[config.mk]
export PLATFORM = sky130hd
export DESIGN_NAME = header_magic_signature_matcher_top
export DESIGN_NICKNAME = d
export VERILOG_FILES = /design/src/rtl/hmsm_pkg.sv /design/src/rtl/header_magic_signature_matcher_top.sv
export SDC_FILE = /design/constraint.sdc
export NUM_CORES = 1
export LEC_CHECK = 0
export ABC_CLOCK_PERIOD_IN_PS = 4030
export BUFFER_PORTS_ARGS = -buffer_cell sky130_fd_sc_hd__clkbuf_2
export CORE_ASPECT_RATIO = 1.4
export CORE_UTILIZATION = 45
export DETAILED_ROUTE_END_ITERATION = 10
export PLACE_DENSITY_LB_ADDON = 0.2
export RECOVER_POWER = 50
export SYNTH_ARGS = -nofsm -noshare
export SYNTH_HDL_FRONTEND = slang
export SYNTH_SLANG_ARGS = --single-unit
[constraint.sdc]
create_clock -name clk -period 4.03 [get_ports clk]
set_clock_uncertainty 0.1 [all_clocks]
set_input_delay 0.6045 -clock clk [delete_from_list [all_inputs] [get_ports clk]]
set_output_delay 0.6045 -clock clk [all_outputs]
set_load 0.01 [all_outputs]
[src/rtl/hmsm_pkg.sv]
`default_nettype none

package hmsm_pkg;

  localparam int NUM_SIGS = 13;
  localparam int SIG_MAX_LEN = 28;
  localparam int POS_W = 9;
  localparam int IDX_W = $clog2(SIG_MAX_LEN);
  localparam int CODE_W = 4;

  // Bytes at or past this position never reach a comparator.
  localparam logic [POS_W-1:0] HEADER_BYTES = POS_W'(348);
  localparam logic [POS_W-1:0] POS_MAX = '1;

  typedef logic [NUM_SIGS-1:0] sig_mask_t;
  typedef logic [CODE_W-1:0] code_t;
  typedef logic [POS_W-1:0] pos_t;
  typedef logic [SIG_MAX_LEN*8-1:0] sig_row_t;

  localparam code_t CODE_UNKNOWN = '0;

  localparam pos_t SIG_OFFSET [NUM_SIGS] = '{
    9'd0, 9'd0, 9'd128, 9'd0, 9'd0, 9'd54, 9'd344, 9'd344,
    9'd0, 9'd0, 9'd0, 9'd0, 9'd0
  };

  localparam logic [IDX_W:0] SIG_LENGTH [NUM_SIGS] = '{
    6'd13, 6'd2, 6'd4, 6'd11, 6'd14, 6'd2, 6'd4, 6'd4,
    6'd13, 6'd4, 6'd4, 6'd4, 6'd28
  };

  // Last position holding a nonzero byte; a file that ends before it cannot match,
  // since the missing positions read as zero.
  localparam pos_t SIG_NEED [NUM_SIGS] = '{
    9'd12, 9'd1, 9'd131, 9'd10, 9'd13, 9'd55, 9'd346, 9'd346,
    9'd12, 9'd3, 9'd1, 9'd3, 9'd27
  };

  // Signature bytes, first byte in the top byte lane.
  localparam sig_row_t SIG_BYTES [NUM_SIGS] = '{
    {8'h21, 8'h20, 8'h54, 8'h59, 8'h50, 8'h45, 8'h44, 8'h53, 8'h54, 8'h52,
     8'h45, 8'h41, 8'h4D, {15{8'h00}}},
    {8'h50, 8'h35, {26{8'h00}}},
    {8'h44, 8'h49, 8'h43, 8'h4D, {24{8'h00}}},
    {8'h4D, 8'h6F, 8'h64, 8'h61, 8'h6C, 8'h69, 8'h74, 8'h79, 8'h20, 8'h3A,
     8'h3D, {17{8'h00}}},
    {8'h23, 8'h20, 8'h41, 8'h6D, 8'h69, 8'h72, 8'h61, 8'h4D, 8'h65, 8'h73,
     8'h68, 8'h20, 8'h33, 8'h44, {14{8'h00}}},
    {8'h39, 8'h30, {26{8'h00}}},
    {8'h6E, 8'h69, 8'h31, 8'h00, {24{8'h00}}},
    {8'h6E, 8'h2B, 8'h31, 8'h00, {24{8'h00}}},
    {8'h41, 8'h56, 8'h57, 8'h5F, 8'h49, 8'h6D, 8'h61, 8'h67, 8'h65, 8'h46,
     8'h69, 8'h6C, 8'h65, {15{8'h00}}},
    {8'h4E, 8'h52, 8'h52, 8'h44, {24{8'h00}}},
    {8'h5C, 8'h01, 8'h00, 8'h00, {24{8'h00}}},
    {8'h00, 8'h00, 8'h01, 8'h5C, {24{8'h00}}},
    {8'h23, 8'h49, 8'h6E, 8'h73, 8'h69, 8'h67, 8'h68, 8'h74, 8'h20, 8'h54,
     8'h72, 8'h61, 8'h6E, 8'h73, 8'h66, 8'h6F, 8'h72, 8'h6D, 8'h20, 8'h46,
     8'h69, 8'h6C, 8'h65, 8'h20, 8'h56, 8'h31, 8'h2E, 8'h30}
  };

  // Expected byte of signature sig at index idx within the signature.
  function automatic logic [7:0] sig_byte(input int sig, input logic [IDX_W-1:0] idx);
    logic [7:0] b;
    b = 8'h00;
    if (idx < IDX_W'(SIG_MAX_LEN)) begin
      b = SIG_BYTES[sig][(SIG_MAX_LEN - 1 - int'(idx)) * 8 +: 8];
    end
    return b;
  endfunction

endpackage

`default_nettype wire

[src/rtl/header_magic_signature_matcher_top.sv]
`default_nettype none

// Channel  Handshake            Payload
// -------  -------------------  -------------------------------
// in       in_valid / in_ready  header_byte[7:0], last_byte
// out      out_valid/out_ready  format_code[3:0]
//
// One byte per cycle while in_ready is high; the result is registered and is valid in
// the cycle after the byte marked last is taken. All 13 byte comparators work in parallel on
// the current position, so throughput is set only by the output register.
// Reset clears the position counter and out_valid and sets all match flags.
// A stalled result holds in_ready low only while the output register is full.

module header_magic_signature_matcher_top (
  input  wire logic        clk,
  input  wire logic        rst,
  input  wire logic        in_valid,
  output logic             in_ready,
  input  wire logic [7:0]  header_byte,
  input  wire logic        last_byte,
  output logic             out_valid,
  input  wire logic        out_ready,
  output hmsm_pkg::code_t  format_code
);

  hmsm_pkg::pos_t      byte_position;
  hmsm_pkg::pos_t      byte_position_next;
  hmsm_pkg::sig_mask_t signature_alive;
  hmsm_pkg::sig_mask_t signature_alive_next;
  hmsm_pkg::sig_mask_t mismatch;
  hmsm_pkg::sig_mask_t final_alive;
  hmsm_pkg::code_t     code_next;
  logic                accept;

  logic [hmsm_pkg::POS_W-1:0] rel_pos [hmsm_pkg::NUM_SIGS];

  assign in_ready = !out_valid || out_ready;
  assign accept   = in_valid && in_ready;

  always_comb begin
    mismatch = '0;
    for (int s = 0; s < hmsm_pkg::NUM_SIGS; s++) begin
      rel_pos[s] = byte_position - hmsm_pkg::SIG_OFFSET[s];
      if (byte_position < hmsm_pkg::HEADER_BYTES &&
          byte_position >= hmsm_pkg::SIG_OFFSET[s] &&
          rel_pos[s] < hmsm_pkg::POS_W'(hmsm_pkg::SIG_LENGTH[s]) &&
          hmsm_pkg::sig_byte(s, rel_pos[s][hmsm_pkg::IDX_W-1:0]) != header_byte) begin
        mismatch[s] = 1'b1;
      end
    end
  end

  assign signature_alive_next = signature_alive & ~mismatch;

  // Drop any signature that still needs a nonzero byte past the end of the file.
  always_comb begin
    final_alive = signature_alive_next;
    for (int s = 0; s < hmsm_pkg::NUM_SIGS; s++) begin
      if (byte_position < hmsm_pkg::SIG_NEED[s]) begin
        final_alive[s] = 1'b0;
      end
    end
  end

  // First surviving signature in table order wins.
  always_comb begin
    code_next = hmsm_pkg::CODE_UNKNOWN;
    for (int s = hmsm_pkg::NUM_SIGS - 1; s >= 0; s--) begin
      if (final_alive[s]) begin
        code_next = hmsm_pkg::CODE_W'(s + 1);
      end
    end
  end

  assign byte_position_next = (byte_position == hmsm_pkg::POS_MAX) ?
                              byte_position : byte_position + hmsm_pkg::POS_W'(1);

  always_ff @(posedge clk) begin
    if (rst) begin
      byte_position   <= '0;
      signature_alive <= '1;
    end else if (accept) begin
      if (last_byte) begin
        byte_position   <= '0;
        signature_alive <= '1;
      end else begin
        byte_position   <= byte_position_next;
        signature_alive <= signature_alive_next;
      end
    end
  end

  always_ff @(posedge clk) begin
    if (rst) begin
      out_valid <= 1'b0;
    end else if (accept && last_byte) begin
      out_valid <= 1'b1;
    end else if (out_ready) begin
      out_valid <= 1'b0;
    end
  end

  always_ff @(posedge clk) begin
    if (accept && last_byte) begin
      format_code <= code_next;
    end
  end

endmodule

`default_nettype wire

==> results_dict.tcl, run 1 <==
set metrics [dict create \
    outcome "finished clean" \
    comb_power_share_pct 34.0 \
    synth-seq-cells 27 \
    area_delta_synth_final_pct 7.76 \
    drc 0 \
    multiInputGateArea_um2 3570 \
    min_from "signature_alive[6]" \
    p_sw_w 0.000281 \
    min_period_ps 3820 \
    end_kind "flop" \
    post_cts_resize_count 0 \
    whs_ps 355 \
    numCtsBuffers 3 \
    postCtsSetupRepairBufs 0 \
    die_x_um 86.4 \
    max_freq_ghz 0.262 \
    synthArstFlopShare_pct 0 \
    dp_hpwl_um 14000 \
    synth_top_area_cell "dfxtp_1" \
    synth_common_cells "nand2_1, nor2_1, o21ai_0, a21oi_1, nor3_1" \
    fill_cells 1006 \
    wirelength_um 18500 \
    diodes 0 \
    syn-cell-area_um2 4480 \
    design.core.area_um2 9560 \
    syn_avg_cell_area_um2 6.89 \
    route.detailed.wl_per_inst_um 23.7 \
    die_h_um 120 \
    timing.rr.start "byte_position[3]" \
    ys_seq_area_share_pct 12.9 \
    drtIter0Drc 544 \
    grt_overflow 0 \
    drive_gt1_share_pct 11.4 \
    root_buffer "clkbuf_16" \
    hold_violations 0 \
    wl_met1_um 6720 \
    gp_congestion 1.01 \
    placed_cell_area_um2 4750 \
    worst_pin_slew_ps 923 \
    firstDrtPassIters 5 \
    criticalPathCategory "reg -> reg" \
    required_ps 3940 \
    initial_utilization_pct 46.9 \
    seq_area_um2 581 \
    synth_top_area_share_pct 10.3 \
    ys_types 84 \
    design_area_um2 4830 \
    p_sw_share_pct 35.3 \
    relSlewSlack_pct 38.5 \
    via_per_inst 6.79 \
    numPortBuffers 18 \
    reg2reg_setup_slack_ps 210 \
    rsz0062_at_grt "false" \
    clock_power_share_pct 29.1 \
    fin_crit_sh_pct 94.8 \
    cts_tree "yes" \
    cp.arrival_ps 3730 \
    grt_max_degree 48 \
    netlist_instances 651 \
    synthMostInstantiatedCell "nand2_1" \
    cts_max_level 1 \
    nets 683 \
    antenna_found_initial 0 \
    powerDensity_nw_per_um2 164 \
    cts_buffer_depth 2 \
    crit_path_start "byte_position[3]" \
    dr_wl_met2_um 8930 \
    synth_area_leaders "dfxtp_1, nand2_1, ha_1" \
    holdCritPathClass "reg -> reg" \
    critPathLaunchType "flop" \
    drv_slew 0 \
    die_area_um2 10400 \
    crit_path_max_fanout 23 \
    io_pins 19 \
    finalSetupViolCount 0 \
    synth_top_flop_cell "dfxtp_1" \
    synth_edf_count 4 \
    vias 5313 \
    cap_violations 0 \
    cts.clk_slew.worst_paths_ps 70 \
    p_leak_nw 1.82 \
    synth_fp_nets 682 \
    p_int_w 0.000513 \
    ir_worst_vdd_uv 266 \
    grt_pass1_vias 5129 \
    dr_wl_met3_um 1380 \
    clock_sinks 27 \
    track_usage_pct 37.3 \
    maxUsedRoutingLayer "met4" \
    fin_tns_setup_ps 0 \
    rows 42 \
    clk_latency_ps 270 \
    ant_nets 0 \
    cts_hold_buf 0 \
    pwr-share-seq_pct 37.0 \
    grt_pass1_wl_um 29000 \
    yosysWarnings 0 \
]
-- layout make-up --
type                       instances  share of cell area (%)
clock buffer                       4                    1.63
multi-input combinational        549                    73.8
sequential                        27                    12.0
inverter                          20                    1.55
timing repair buffer              51                    7.53
tap                              132                    3.42
-- kinds of logic (layout without fill, tap and decap cells) --
family,after synthesis,count (layout),synth area share [%]
AND/OR/NAND/NOR,295,295,34.3
multiplexers,19,19,4.32
flip-flops,27,27,12.9
AO/OA/AOI/OAI,185,185,28.6
adder cells (fa/ha/maj),18,18,5.02
XOR/XNOR,32,32,7.09
buffers and inverters,75,75,7.73
-- flip-flops by register name, summed over array words and instances, names as in the netlist --
name and count:
byte_position 9, format_code 4, out_valid 1, signature_alive 13
-- per-stage QoR --
| stage | total power, W | setup slack (ps) | cells | utilization, % |
|---|---|---|---|---|
| finish | 0.000794 | 211 | 783 | 50.5 |
| floorplan | 0.000475 | 244 | 651 | - |
| detailed placement | 0.000558 | 189 | 779 | 49.7 |
| global placement | 0.000560 | 227 | 779 | 49.7 |
| global route | 0.000826 | 39.1 | 783 | 50.5 |
| CTS | 0.000790 | 163 | 783 | 50.5 |
-- final timing paths --
path	cells after the start	endpoint
max reg2reg	11	format_code[1]
min	2	signature_alive[6]
min reg2reg	2	signature_alive[6]
max	11	format_code[1]
-- critical path, stage by stage, from the launching register on --
cell,delay (ps)
dfxtp_1,330
inv_1,130
ha_2,560
buf_12,210
nor2b_1,410
or3_1,210
nand4_1,130
o221a_2,280
or4_1,530
o221ai_1,380
o21bai_1,180
a31oi_1,100
-- placed cells by master (no fill, tap or decap), types with 9 or more instances in the layout --
cell type and instances:
a21oi_1 41, nor2_1 57, nand2_1 70, o21ai_0 43, or3_1 9, nand4_1 16, buf_4 29, mux2i_1 16
clkbuf_2 12, nor2b_1 12, nor4_1 13, dfxtp_1 23, inv_1 17, ha_1 17, nand2b_1 19, nor3_1 30
xnor2_1 22, nand3_1 18
-- power by group through the flow --
stage	Clock [W]	Sequential (W)	Combinational [W]
final	0.000231	0.000293	0.000269
after detailed placement	0	0.000299	0.000259
after global routing	0.000242	0.000294	0.000289
after CTS	0.000237	0.000293	0.000260
after floorplan	0	0.000295	0.000180
after global placement	0	0.000299	0.000262
-- layer usage --
metal | vias to the layer above | global-route usage (%)
met5 | - | 0
met2 | 333 | 62.8
met4 | 0 | 28.2
met1 | 2462 | 41.6
li1 | 2417 | -
met3 | 101 | 5.43
(Power assumes the default switching activity.)
==> inputs of run 2 (changes only) <==
ABC_AREA = 1   (was not set)
==> run 2 against run 1 <==
Fmax grew 2.5%. Combinational power fell by 35%. Register-to-register slack improved by 90 ps. Sequential share of layout area increased by 2.4 points. Global-route usage is 2.3 points lower. Synthesized area is 15% lower. Critical path type unchanged. Largest power group unchanged.
==> results_dict.tcl, run 2 <==
set metrics [dict create \
    outcome "finished clean" \
    root_buffer "clkbuf_16" \
    critPathLaunchType "flop" \
    gp_congestion 1.03 \
    path_cells "ha_1 -> nand2_4 -> nand2_4 -> nand2_1 -> o21ai_1 -> inv_1 -> a21oi_1 -> o21ai_0 -> nand2_1 -> nand2_1 -> nor4_1 -> nand2_1 -> nand2_1 -> nand2_1 -> or2_1 -> nand2_1 -> inv_2 -> nand2_1 -> a21boi_1" \
    grt_max_degree 29 \
    powerDensity_nw_per_um2 172 \
    p_total_w 0.000692 \
    whs_ps 362 \
    diodes 0 \
    crit_path_max_fanout 25 \
    netlist_instances 664 \
    nets 699 \
    multiInputGateArea_um2 2810 \
    seq_area_um2 581 \
    fin_crit_sh_pct 92.4 \
    max_freq_ghz 0.269 \
    p_leak_nw 2.02 \
    drv_slew 0 \
    grt_pass1_wl_um 23300 \
    cts_max_level 1 \
    grt_overflow 0 \
    reg_top3 "signature_alive: 13 flops, byte_position: 9 flops, format_code: 4 flops" \
    timing.rr.end "format_code[1]" \
    crit_path_end "format_code[1]" \
    ir_worst_vdd_uv 310 \
    numCtsBuffers 3 \
    io_pins 19 \
    reg2reg_setup_slack_ps 310 \
    area_delta_synth_final_pct 5.08 \
    cap_violations 0 \
    die_area_um2 8870 \
    crit_path_start "byte_position[4]" \
    initial_utilization_pct 46.6 \
    r2r_cells 19 \
    grt_pass1_vias 4302 \
    cts_buffer_depth 2 \
    crit_top_cell "nand2_1" \
    fill_cells 907 \
    syn_avg_cell_area_um2 5.75 \
    design.core.area_um2 8200 \
    synth-seq-cells 27 \
    relSlewSlack_pct 40.5 \
    synth_top_area_share_pct 20.3 \
    criticalPathCategory "reg -> reg" \
    dp_slack_ps 410 \
    drtIter0Drc 443 \
    end_kind "flop" \
    yosysWarnings 0 \
    drive_gt1_share_pct 8.85 \
    wirelength_um 14800 \
    min_path_cells 2 \
    cpLargestDelayFamily "simple AND/OR/NAND/NOR gates" \
    min_period_ps 3720 \
    synthMostInstantiatedCell "nand2_1" \
    dp_hpwl_um 11100 \
    required_ps 3960 \
    cts.clk_slew.worst_paths_ps 60 \
    rows 39 \
    ys_seq_area_share_pct 15.2 \
    synth_fp_nets 695 \
    worst_pin_slew_ps 884 \
    fin_util_pct 49.0 \
    final_common_cell "nand2_1" \
    layout_common_cells "nand2_1, nand3_1, inv_1" \
    synth_top_area_cell "nand2_1" \
    drc 0 \
    worst-path-stages 19 \
    worst_path_max_delay_cell "dfxtp_1" \
    syn-cell-area_um2 3820 \
    critPathMaxStageDelay_ps 530 \
    numPortBuffers 18 \
    clock_sinks 27 \
    largest_reg_flops 13 \
    antenna_found_initial 0 \
    synth_top_flop_cell "dfxtp_1" \
    hold_violations 0 \
    final.setup.worst_slack_ps 306 \
    track_usage_pct 34.9 \
    die_h_um 111 \
    via_per_inst 6.02 \
    route.detailed.wl_per_inst_um 19.3 \
    synthArstFlopShare_pct 0 \
    clk_latency_ps 270 \
    firstDrtPassIters 5 \
    synth_common_cells "nand2_1, nand3_1, inv_1, nor2_1, o21ai_0" \
    finalSetupViolCount 0 \
    ant_nets 0 \
    rsz0062_at_grt "false" \
    fin_tns_setup_ps 0 \
    holdCritPathClass "reg -> reg" \
    timing.rr.start "byte_position[4]" \
    cts_tree "yes" \
    cp.arrival_ps 3650 \
    vias 4628 \
    critical_path_buf_inv_count 2 \
    die_x_um 79.9 \
    largest_register "signature_alive" \
    synth_edf_count 4 \
    synth_area_leaders "nand2_1, dfxtp_1, nand3_1" \
    postCtsSetupRepairBufs 0 \
    ys_types 54 \
]
## run 2: worst min path at each step
stage                                  start                 end  slack [ps]
final                     signature_alive[4]  signature_alive[4]         360
after global routing      signature_alive[8]  signature_alive[8]         390
after CTS                 signature_alive[9]  signature_alive[9]         360
after detailed placement  signature_alive[9]  signature_alive[9]         350
after global placement    signature_alive[9]  signature_alive[9]         340
after floorplan           signature_alive[9]  signature_alive[9]         330
## run 2: area by class of cell
| type | count | area share, % |
|---|---|---|
| clock buffer | 3 | 1.87 |
| clock inverter | 1 | 0.125 |
| inverter | 73 | 7.01 |
| multi-input combinational | 537 | 70.0 |
| sequential | 27 | 14.5 |
| tap | 102 | 3.18 |
| timing repair buffer | 26 | 3.40 |
## run 2: routing by layer
metal,wire length [µm],GRT usage [%],vias up
met4,1140,26.3,0
met5,0,0,-
met3,1140,6.75,73
met1,5510,39.5,2086
met2,7040,56.7,242
li1,-,-,2227
## run 2: metrics by stage
step / cells / instance area, µm²
final: 769 / 4010
after global routing: 769 / 4010
after floorplan: 664 / 3820
after detailed placement: 765 / 3960
after global placement: 765 / 3960
after CTS: 769 / 4040
## run 2: worst reg2reg max path: stages, from the launching register on
cell      delay [ps]
dfxtp_1          530
ha_1             370
nand2_4           90
nand2_4          230
nand2_1          190
o21ai_1          450
inv_1            120
a21oi_1          200
o21ai_0          180
nand2_1          110
nand2_1           50
nor4_1           170
nand2_1          100
nand2_1           70
nand2_1           50
or2_1            220
nand2_1          110
inv_2             50
nand2_1           50
a21boi_1          50
## run 2: report_power, final
group | internal, W | leakage [nW] | switching, W
Sequential | 0.000283 | 0.227 | 0.00000635
Combinational | 0.0000511 | 1.75 | 0.000125
Clock | 0.000134 | 0.0409 | 0.0000931
## run 2: repair_timing
action                     in CTS  in global routing
gates resized for setup         0                  2
setup endpoints to repair       0                  4
hold buffers                    0                  0
hold endpoints to repair        0                  0
## run 2: kinds of logic after synthesis
group / after synthesis / synth area share, %
simple gates: 379 / 44.3
compound gates: 117 / 18.3
buf+inv: 100 / 11.0
flops: 27 / 15.2
xor+xnor: 23 / 5.27
fa+ha+maj: 18 / 5.90
